File: config.mk
export PLATFORM = sky130hd
export DESIGN_NAME = fmma_ctrl
export DESIGN_NICKNAME = d
export VERILOG_FILES = /design/src/fmma_pkg.sv /design/src/fmma_ctrl.sv
export SDC_FILE = /design/constraint.sdc
export NUM_CORES = 1
export LEC_CHECK = 0
export BUFFER_PORTS_ARGS = -buffer_cell sky130_fd_sc_hd__buf_4
export CAP_MARGIN = 30
export CORE_AREA = 2 2 39 41
export DETAILED_ROUTE_END_ITERATION = 6
export DIE_AREA = 0 0 41 43
export PLACE_DENSITY = 0.74
export SLEW_MARGIN = 20
export SYNTH_ARGS = -nofsm -noshare
export SYNTH_HDL_FRONTEND = slang
export SYNTH_SLANG_ARGS = --single-unit
export TNS_END_PERCENT = 30
File: constraint.sdc
create_clock -name clk_i -period 2.2 [get_ports clk_i]
set_clock_uncertainty 0.1 [all_clocks]
set_input_delay 0.22 -clock clk_i [delete_from_list [all_inputs] [get_ports clk_i]]
set_output_delay 0.22 -clock clk_i [all_outputs]
set_load 0.02 [all_outputs]
File: src/fmma_pkg.sv
// shared types, constants and binary32 rounding helper for the matrix multiply-accumulate block
// no dependencies; imported by every module of the block

package fmma_pkg;

  // default store dimension (rows and columns of each store)
  localparam int unsigned MAX_DIM_DEF = 16;

  localparam logic [31:0] CANON_NAN = 32'h7FC0_0000;

  // configuration register indexes
  localparam logic [1:0] REG_ROWS_M  = 2'd0;
  localparam logic [1:0] REG_INNER_K = 2'd1;
  localparam logic [1:0] REG_COLS_N  = 2'd2;

  localparam logic [4:0] DIM_RESET = 5'd16;

  typedef enum logic [2:0] {
    CMD_WR_A    = 3'd0,
    CMD_WR_B    = 3'd1,
    CMD_WR_C    = 3'd2,
    CMD_COMPUTE = 3'd3,
    CMD_RD_C    = 3'd4
  } fmma_cmd_e;

  typedef enum logic [3:0] {
    ST_IDLE,
    ST_RD_C,
    ST_C_LD,
    ST_C_ACC,
    ST_AB_RD,
    ST_MUL,
    ST_MRND,
    ST_ADD,
    ST_ARND,
    ST_WB
  } fmma_state_e;

  typedef struct packed {
    logic [2:0]  command;
    logic [3:0]  row;
    logic [3:0]  col;
    logic [31:0] value;
  } fmma_in_t;

  typedef struct packed {
    logic [3:0]  row_res;
    logic [3:0]  col_res;
    logic [31:0] value_res;
  } fmma_out_t;

  // controller to datapath commands
  typedef struct packed {
    logic wr_a;
    logic wr_b;
    logic wr_c;
    logic rd_host;
    logic out_load;
    logic c_rd;
    logic acc_load;
    logic ab_rd;
    logic mul_en;
    logic mrnd_en;
    logic add_en;
    logic arnd_en;
    logic wb;
    logic k_clr;
    logic k_inc;
    logic ij_clr;
    logic ij_inc;
  } fmma_ctl_t;

  // datapath to controller status
  typedef struct packed {
    logic k_last;
    logic j_last;
    logic i_last;
    logic empty;
  } fmma_stat_t;

  // normalize and round to binary32, nearest even, subnormals kept;
  // x has its reference leading bit at position 49, which stands for biased exponent e
  function automatic logic [31:0] norm_round(input logic sign, input logic signed [11:0] e,
                                             input logic [50:0] x);
    logic [5:0]         lz;
    logic [50:0]        n;
    logic [50:0]        mask;
    logic signed [12:0] ee;
    logic [5:0]         rsh;
    logic               sticky;
    logic               rnd;
    logic [24:0]        r;
    logic [7:0]         ef;
    logic [31:0]        res;
    lz     = '0;
    sticky = 1'b0;
    rsh    = '0;
    mask   = '0;
    for (int b = 0; b < 51; b++) begin
      if (x[b]) lz = 6'(50 - b);
    end
    n  = x << lz;
    ee = $signed({e[11], e}) + 13'sd1 - $signed({7'b0, lz});
    // subnormal range: shift right, collect sticky
    if (ee < 13'sd1) begin
      if (ee < -13'sd49) begin
        sticky = |n;
        n      = '0;
      end else begin
        rsh    = 6'(13'sd1 - ee);
        mask   = (51'(1) << rsh) - 51'(1);
        sticky = |(n & mask);
        n      = n >> rsh;
      end
      ee = 13'sd1;
    end
    rnd = n[26] & (sticky | (|n[25:0]) | n[27]);
    r   = {1'b0, n[50:27]} + 25'(rnd);
    if (r[24]) begin
      r  = r >> 1;
      ee = ee + 13'sd1;
    end
    ef = r[23] ? ee[7:0] : 8'h00;
    if (x == '0) begin
      res = {sign, 31'b0};
    end else if (ee > 13'sd254) begin
      res = {sign, 8'hFF, 23'b0};
    end else begin
      res = {sign, ef, r[22:0]};
    end
    return res;
  endfunction

endpackage

File: src/fmma_ctrl.sv
// controller state machine: handshake, command decode and compute sequencing
// depends on fmma_pkg

module fmma_ctrl import fmma_pkg::*; (
  input  logic       clk_i,
  input  logic       rst_ni,
  input  logic       in_valid_i,
  output logic       in_ready_o,
  input  logic [2:0] command_i,
  output logic       out_valid_o,
  input  logic       out_ready_i,
  input  fmma_stat_t stat_i,
  output fmma_ctl_t  ctl_o
);

  fmma_state_e state_q, state_d;
  logic        out_valid_q, out_valid_d;
  logic        accept;
  logic        out_free;

  assign in_ready_o  = (state_q == ST_IDLE);
  assign accept      = in_valid_i & in_ready_o;
  assign out_free    = ~out_valid_q | out_ready_i;
  assign out_valid_o = out_valid_q;

  // next state
  always_comb begin
    state_d = state_q;
    case (state_q)
      ST_IDLE: begin
        if (accept && command_i == CMD_RD_C) begin
          state_d = ST_RD_C;
        end else if (accept && command_i == CMD_COMPUTE && !stat_i.empty) begin
          state_d = ST_C_LD;
        end
      end
      ST_RD_C:  if (out_free) state_d = ST_IDLE;
      ST_C_LD:  state_d = ST_C_ACC;
      ST_C_ACC: state_d = ST_MUL;
      ST_AB_RD: state_d = ST_MUL;
      ST_MUL:   state_d = ST_MRND;
      ST_MRND:  state_d = ST_ADD;
      ST_ADD:   state_d = ST_ARND;
      ST_ARND:  state_d = stat_i.k_last ? ST_WB : ST_AB_RD;
      ST_WB:    state_d = (stat_i.i_last && stat_i.j_last) ? ST_IDLE : ST_C_LD;
      default:  state_d = ST_IDLE;
    endcase
  end

  // outputs
  always_comb begin
    ctl_o = '0;
    case (state_q)
      ST_IDLE: begin
        ctl_o.wr_a    = accept && command_i == CMD_WR_A;
        ctl_o.wr_b    = accept && command_i == CMD_WR_B;
        ctl_o.wr_c    = accept && command_i == CMD_WR_C;
        ctl_o.rd_host = accept && command_i == CMD_RD_C;
        ctl_o.ij_clr  = accept && command_i == CMD_COMPUTE;
        ctl_o.k_clr   = accept && command_i == CMD_COMPUTE;
      end
      ST_RD_C:  ctl_o.out_load = out_free;
      ST_C_LD:  ctl_o.c_rd = 1'b1;
      ST_C_ACC: begin
        ctl_o.acc_load = 1'b1;
        ctl_o.ab_rd    = 1'b1;
      end
      ST_AB_RD: ctl_o.ab_rd = 1'b1;
      ST_MUL:   ctl_o.mul_en = 1'b1;
      ST_MRND:  ctl_o.mrnd_en = 1'b1;
      ST_ADD:   ctl_o.add_en = 1'b1;
      ST_ARND: begin
        ctl_o.arnd_en = 1'b1;
        ctl_o.k_inc   = ~stat_i.k_last;
      end
      ST_WB: begin
        ctl_o.wb     = 1'b1;
        ctl_o.k_clr  = 1'b1;
        ctl_o.ij_inc = 1'b1;
      end
      default: ctl_o = '0;
    endcase
  end

  // output valid flag
  assign out_valid_d = ctl_o.out_load | (out_valid_q & ~out_ready_i);

  always_ff @(posedge clk_i or negedge rst_ni) begin
    if (!rst_ni) begin
      state_q     <= ST_IDLE;
      out_valid_q <= 1'b0;
    end else begin
      state_q     <= state_d;
      out_valid_q <= out_valid_d;
    end
  end

endmodule

==> flow_summary_export.csv, run 1 <==
group,metric,value,unit
run_status,status,"finished, final reports clean",
layout,drive_gt1_share,46.1,%
timing,hold_viol_final,0,
detailed_routing,drt_wl_total,1280,µm
timing,holdWs,120,ps
die,coreArea,0.00138,mm²
layout,layout_commonest_cell,"buf_4",
critical_path,startpoint_type,"flip-flop",
pwr,p_seq_share,23.4,%
die,die_w,41,µm
cts,clk-insertion-delay-late,250,ps
synth,synth.avg_cell_area,7.87,µm²
cts,h-tree-depth,1,
placed_design,dp_cells,100,
die,rows,14,
timing,max_freq,0.467,GHz
grt,overflow,0,
synth,netlist_area,464,µm²
grt,antenna_found_initial,0,
timing,fin_crit_sh,97.4,%
cts,cts_buffers,3,
critical_path,ff2ff_path_depth,3,
pwr,pwr-share-clk,13.0,%
hold_path,holdPathStages,2,
cts,clkSinkCount,5,
detailed_routing,drtIter0Drc,6,
grt,grt_max_degree,12,
timing,setup_violations,0,
synth,syn_inst,59,
critical_path,cp.required,1880,ps
grt,grt_pass1_vias,489,
cts,ctsLongestPathBuffers,2,
synth,synth_cell_types,29,
synth,synth_top_area_cell,"dfrtp_1",
layout,area_growth,54.4,%
layout,fin_cells,105,
cts,cts-root-buf,"clkbuf_4",
detailed_routing,via_per_inst,5.10,
pwr,combinationalPowerShare,63.6,%
detailed_routing,drc,0,
critical_path,critical_path.max_fanout,9,
timing,post-route-min-period,2140,ps
layout,final_cell_mix,"buf_4, nor2_1, nor2b_1",
critical_path,critical_path.max_stage_delay,580,ps
grt,grt_pass1_wl,2020,µm
critical_path,worstPathArrival,1820,ps
pwr,switching_share,47.5,%
die,die_height,43,µm
placed_design,gp_congestion,0.827,
synth,synth_top_area_share,27.0,%
timing,setup_tns,0,ps
detailed_routing,first_pass_iters,4,
pwr,p_switching,410,µW
synth,ys_seq_elements,5,
placed_design,io_buffers,29,
pwr,power.density,1210,mW/mm²
detailed_routing,avgRoutedWirePerCell,12.2,µm
die,design.portCount,30,
pwr,leakage,0.376,nW
timing,tightest_slew,318,ps
timing,slew_violations,0,
die,die_area,0.00176,mm²
detailed_routing,vias,536,
critical_path,crit_chain,"or4_4, clkinv_2, nand3b_4, nor3b_2, buf_4",
grt,grt.total_usage,16.9,%
critical_path,path_class,"flip-flop to primary output",
synth,ys_warn_count,0,
pwr,cellInternalPower,454,µW
pwr,max-vdd-ir-drop,0.595,mV
die,start_util,33.5,%
critical_path,endpoint_kind,"primary output",
layout,insertedDiodeCount,0,
cts,post-cts-setup-buffers,0,
detailed_routing,detail-route-antenna-nets,0,
synth,syn_nets,70,
synth,seq_area_frac_synth,27.0,%
placed_design,hpwl,1000,µm
hold_path,holdCritPathClass,"input pin to flip-flop",
critical_path,cp_slowest_cell,"or4_4",
job,max-cap-violations,0,
cts,clk_pin_slew_worst_paths,50,ps
timing,relSlewSlack,78.8,%
cts,cts_tree,"built",
timing,rsz0062_at_grt,"false",
layout,layout.nets,101,
synth,synth_area_leaders,"dfrtp_1, nor2b_1, nor2_1, nor3b_2, nand3b_4",
critical_path,r2r_slack,710,ps
-- per-layer routing --
metal  vias up  GRT usage, %  share of wire, %
met5         -             0                 0
met4         0          6.00                 0
met3         0          6.28               8.3
met2        24          25.3                49
met1       245          21.3                42
li1        267             -                 -
-- path summary, 6_finish.rpt --
check                                  startpoint                     end
max                        state_q[0]$_DFFE_PN0P_               ctl_o[14]
min                                     stat_i[3]  state_q[3]$_DFFE_PN0P_
max reg2reg                state_q[0]$_DFFE_PN0P_  state_q[1]$_DFFE_PN0P_
min reg2reg                state_q[0]$_DFFE_PN0P_  state_q[2]$_DFFE_PN0P_
max in group asynchronous                  rst_ni   out_valid_o$_DFF_PN0_
min in group asynchronous                  rst_ni  state_q[2]$_DFFE_PN0P_
-- power by group through the flow --
| stage | Combinational [mW] | Clock, mW | Sequential (mW) |
|---|---|---|---|
| 3_5_place_dp | 0.548 | 0 | 0.200 |
| 5_1_grt | 0.596 | 0.122 | 0.208 |
| 4_1_cts | 0.553 | 0.114 | 0.197 |
| 6_report | 0.550 | 0.112 | 0.202 |
| 2_1_floorplan | 0.418 | 0 | 0.155 |
| 3_3_place_gp | 0.547 | 0 | 0.192 |
-- critical path, delay by kind of cell, from the launching register on --
family,cells,cell delay [ps]
DFF,1,450
buffers and inverters,2,250
and+or+nand+nor,3,860
-- cells by family (layout without fill, tap and decap cells) --
kind of cell           count (synthesis)  in the layout  synth area share, %
AND/OR/NAND/NOR                       36             36                 49.1
AO/OA/AOI/OAI                         11             11                 15.4
buffers and inverters                  7             37                 8.62
flip-flops                             5              5                 27.0
-- synthesized netlist by cell type, drive strengths merged --
master,count
and2,2
or2,1
nand2,4
nor3,4
o31a,1
dfrtp,5
nor2b,5
nor3b,2
nor4,2
o21ai,1
clkinv,1
a21oi,2
a31oi,1
o22ai,3
nor2,7
and3,1
or4,1
a21boi,1
inv,1
nand4b,1
nand3b,2
buf,3
nand2b,3
a21o,2
clkbuf,2
or3,1
-- metrics by stage --
stage | instance area (µm²) | setup slack (ps) | util [%] | total power, mW
4_1_cts | 714 | 23.3 | 51.6 | 0.865
2_1_floorplan | 464 | 150 | - | 0.573
3_3_place_gp | 678 | 374 | 49.0 | 0.739
5_1_grt | 717 | 1.59 | 51.8 | 0.926
3_5_place_dp | 678 | 291 | 49.0 | 0.747
6_report | 717 | 58.1 | 51.8 | 0.864
-- sequential cells by signal (all words and copies together), names as in the netlist --
signal	flops
state_q	4
out_valid_o	1
-- cell type report --
cell class	count	area, µm²
fillers	143	667
multi-input cells	47	299
repair buffers	31	235
flip-flops and latches	5	128
clock buffers	4	26.3
well taps	16	20.0
inverters	2	8.76
-- timing repair --
action | CTS | global route
hold buffers | 1 | 0
endpoints found under the setup margin | 0 | 3
endpoints found under the hold margin | 5 | 0
resized for setup | 0 | 2
No activity file was read; power rests on OpenSTA's default activity.
==> run 2: changes to the inputs <==
--- a/config.mk
+++ b/config.mk
@@ -5,12 +5,13 @@
 export SDC_FILE = /design/constraint.sdc
 export NUM_CORES = 1
 export LEC_CHECK = 0
+export ABC_AREA = 1
 export BUFFER_PORTS_ARGS = -buffer_cell sky130_fd_sc_hd__buf_4
 export CAP_MARGIN = 30
 export CORE_AREA = 2 2 39 41
 export DETAILED_ROUTE_END_ITERATION = 6
 export DIE_AREA = 0 0 41 43
-export PLACE_DENSITY = 0.74
+export PLACE_DENSITY = 0.75
 export SLEW_MARGIN = 20
 export SYNTH_ARGS = -nofsm -noshare
 export SYNTH_HDL_FRONTEND = slang
==> flow_summary_export.csv, run 2 <==
group,metric,value,unit
cts,clk_pin_slew_worst_paths,40,ps
placed_design,gp_congestion,0.772,
synth,synth_top_area_cell,"dfrtp_1",
detailed_routing,avgRoutedWirePerCell,9.50,µm
synth,syn_inst,76,
layout,multi_input_area,267,µm²
cts,cts_buffers,3,
layout,area_growth,56.6,%
synth,ys_seq_elements,5,
layout,largest_reg_flops,4,
timing,tightest_slew,314,ps
synth,seq_area_frac_synth,26.6,%
grt,grt_pass1_wl,2070,µm
synth,ys.flop_type,"dfrtp_1",
die,die_area,0.00176,mm²
grt,antenna_found_initial,0,
timing,rsz0062_at_grt,"false",
grt,grt_pass1_vias,553,
cts,post-cts-setup-buffers,0,
cts,ctsLongestPathBuffers,2,
timing,post-route-min-period,1780,ps
cts,cts_tree,"built",
synth,syn_nets,87,
layout,ff_latch_area,125,µm²
grt,grt_max_degree,8,
layout,final_area,737,µm²
detailed_routing,drtIter0Drc,9,
die,die_height,43,µm
synth,synth_cell_types,19,
synth,synth_area_leaders,"dfrtp_1, inv_1, nand2_1, nor2_1, nor4_2",
timing,setup_tns,0,ps
detailed_routing,first_pass_iters,4,
timing,slew_violations,0,
critical_path,startpoint_type,"flip-flop",
critical_path,critical_path.max_fanout,7,
critical_path,path_class,"flip-flop to primary output",
timing,fin_crit_sh,81.0,%
grt,overflow,0,
layout,utilization,53.3,%
synth,synth_top_area_share,26.6,%
critical_path,worstPathArrival,1460,ps
die,die_w,41,µm
synth,synth.avg_cell_area,6.19,µm²
detailed_routing,drt_wl_total,1190,µm
placed_design,place_area,701,µm²
timing,max_freq,0.561,GHz
layout,drive_gt1_share,39.4,%
critical_path,cp.required,1880,ps
placed_design,hpwl,1030,µm
synth,ys_top_cells_by_count,"inv_1, nand2_1, nor2_1, dfrtp_1",
layout,insertedDiodeCount,0,
timing,relSlewSlack,78.9,%
pwr,max-vdd-ir-drop,0.671,mV
synth,ys_async_sr_fraction,100,%
job,max-cap-violations,0,
cts,clk-insertion-delay-late,230,ps
layout,final_cell_mix,"buf_4, inv_1, nand2_1",
grt,grt.total_usage,17.0,%
timing,hold_viol_final,0,
synth,netlist_area,470,µm²
synth,ys_warn_count,0,
synth,synth_edf_count,0,
die,design.portCount,30,
die,start_util,34.0,%
detailed_routing,via_per_inst,4.69,
critical_path,endpoint_kind,"primary output",
hold_path,holdCritPathClass,"input pin to flip-flop",
layout,fillers,146,
layout,top_register,"state_q",
synth,yosysMostFrequentCell,"inv_1",
die,coreArea,0.00138,mm²
detailed_routing,drc,0,
cts,h-tree-depth,1,
detailed_routing,vias,586,
cts,clkSinkCount,5,
placed_design,io_buffers,29,
pwr,power.density,1150,mW/mm²
layout,layout_commonest_cell,"buf_4",
pwr,leakage,0.443,nW
cts,cts-root-buf,"clkbuf_4",
timing,setup_violations,0,
layout,layout.nets,121,
run_status,status,"finished, final reports clean",
die,rows,14,
detailed_routing,detail-route-antenna-nets,0,
==> run 2: cell types whose count changed after synthesis, moves of 3 or more <==
cell | before | now
inv_1 | 1 | 17
nand2_1 | 4 | 15
nor2_1 | 7 | 13
nor2b_1 | 5 | 0
nand2b_1 | 3 | 0
nand3_1 | 0 | 3
nor2_2 | 0 | 3
o22ai_1 | 3 | 0
==> run 2: what timing repair did <==
item,in CTS,in global routing
resized for setup,0,0
hold buffers,1,0
hold endpoints to repair,5,0
==> run 2: logic make-up (layout without fill, tap and decap cells) <==
group | after synthesis | count (layout) | share of synthesized area, %
simple gates | 47 | 47 | 51.9
buf+inv | 20 | 53 | 16.8
flops | 5 | 5 | 26.6
compound gates | 4 | 4 | 4.79
==> run 2: metrics by stage <==
stage               std cells  worst slack, ps  power (mW)  hold slack, ps
floorplan                  76              456       0.554            -176
global placement          120              702       0.739           -76.7
detailed placement        120              669       0.748           -76.4
CTS                       125              404       0.861             136
global route              125              278       0.929             196
finish                    125              419       0.850             146
==> run 2: per-layer routing <==
metal / GRT usage, % / wire (µm) / vias up / share of wire [%]
li1: - / - / 299 / -
met1: 20.5 / 505 / 265 / 43
met2: 25.9 / 599 / 18 / 50
met3: 3.14 / 55 / 4 / 4.6
met4: 11.3 / 27 / 0 / 2.3
met5: 0 / 0 / - / 0
==> run 2: worst paths after layout <==
path	from	to	slack, ps	cells past startpoint
worst max-delay path	state_q[2]$_DFFE_PN0P_	ctl_o[15]	420	6
worst max register to register	state_q[3]$_DFFE_PN0P_	state_q[0]$_DFFE_PN0P_	900	7
worst min-delay path	out_ready_i	out_valid_o$_DFF_PN0_	150	4
max in group asynchronous	rst_ni	state_q[1]$_DFFE_PN0P_	1650	2
min in group asynchronous	rst_ni	state_q[3]$_DFFE_PN0P_	250	2
worst min register to register	out_valid_o$_DFF_PN0_	out_valid_o$_DFF_PN0_	450	2
==> run 2: cell type report <==
cell class              instances  share of cell area, %
multi-input cells              51                   36.2
well taps                      16                   2.72
inverters                      19                   9.68
clock buffers                   4                   3.57
flip-flops and latches          5                   17.0
repair buffers                 30                   30.9
==> run 2: worst max-delay path, stage by stage, from the launching register on <==
cell,delay [ps]
dfrtp_1,440
nor2_2,180
nand2_2,100
nor2_4,130
inv_2,70
nor4_2,130
buf_4,180
==> run 2: where the power goes <==
part	internal [mW]	leakage (nW)	switching (mW)
Clock	0.0684	0.0150	0.0347
Combinational	0.215	0.364	0.343
Sequential	0.132	0.0638	0.0557
Total	0.416	0.443	0.434
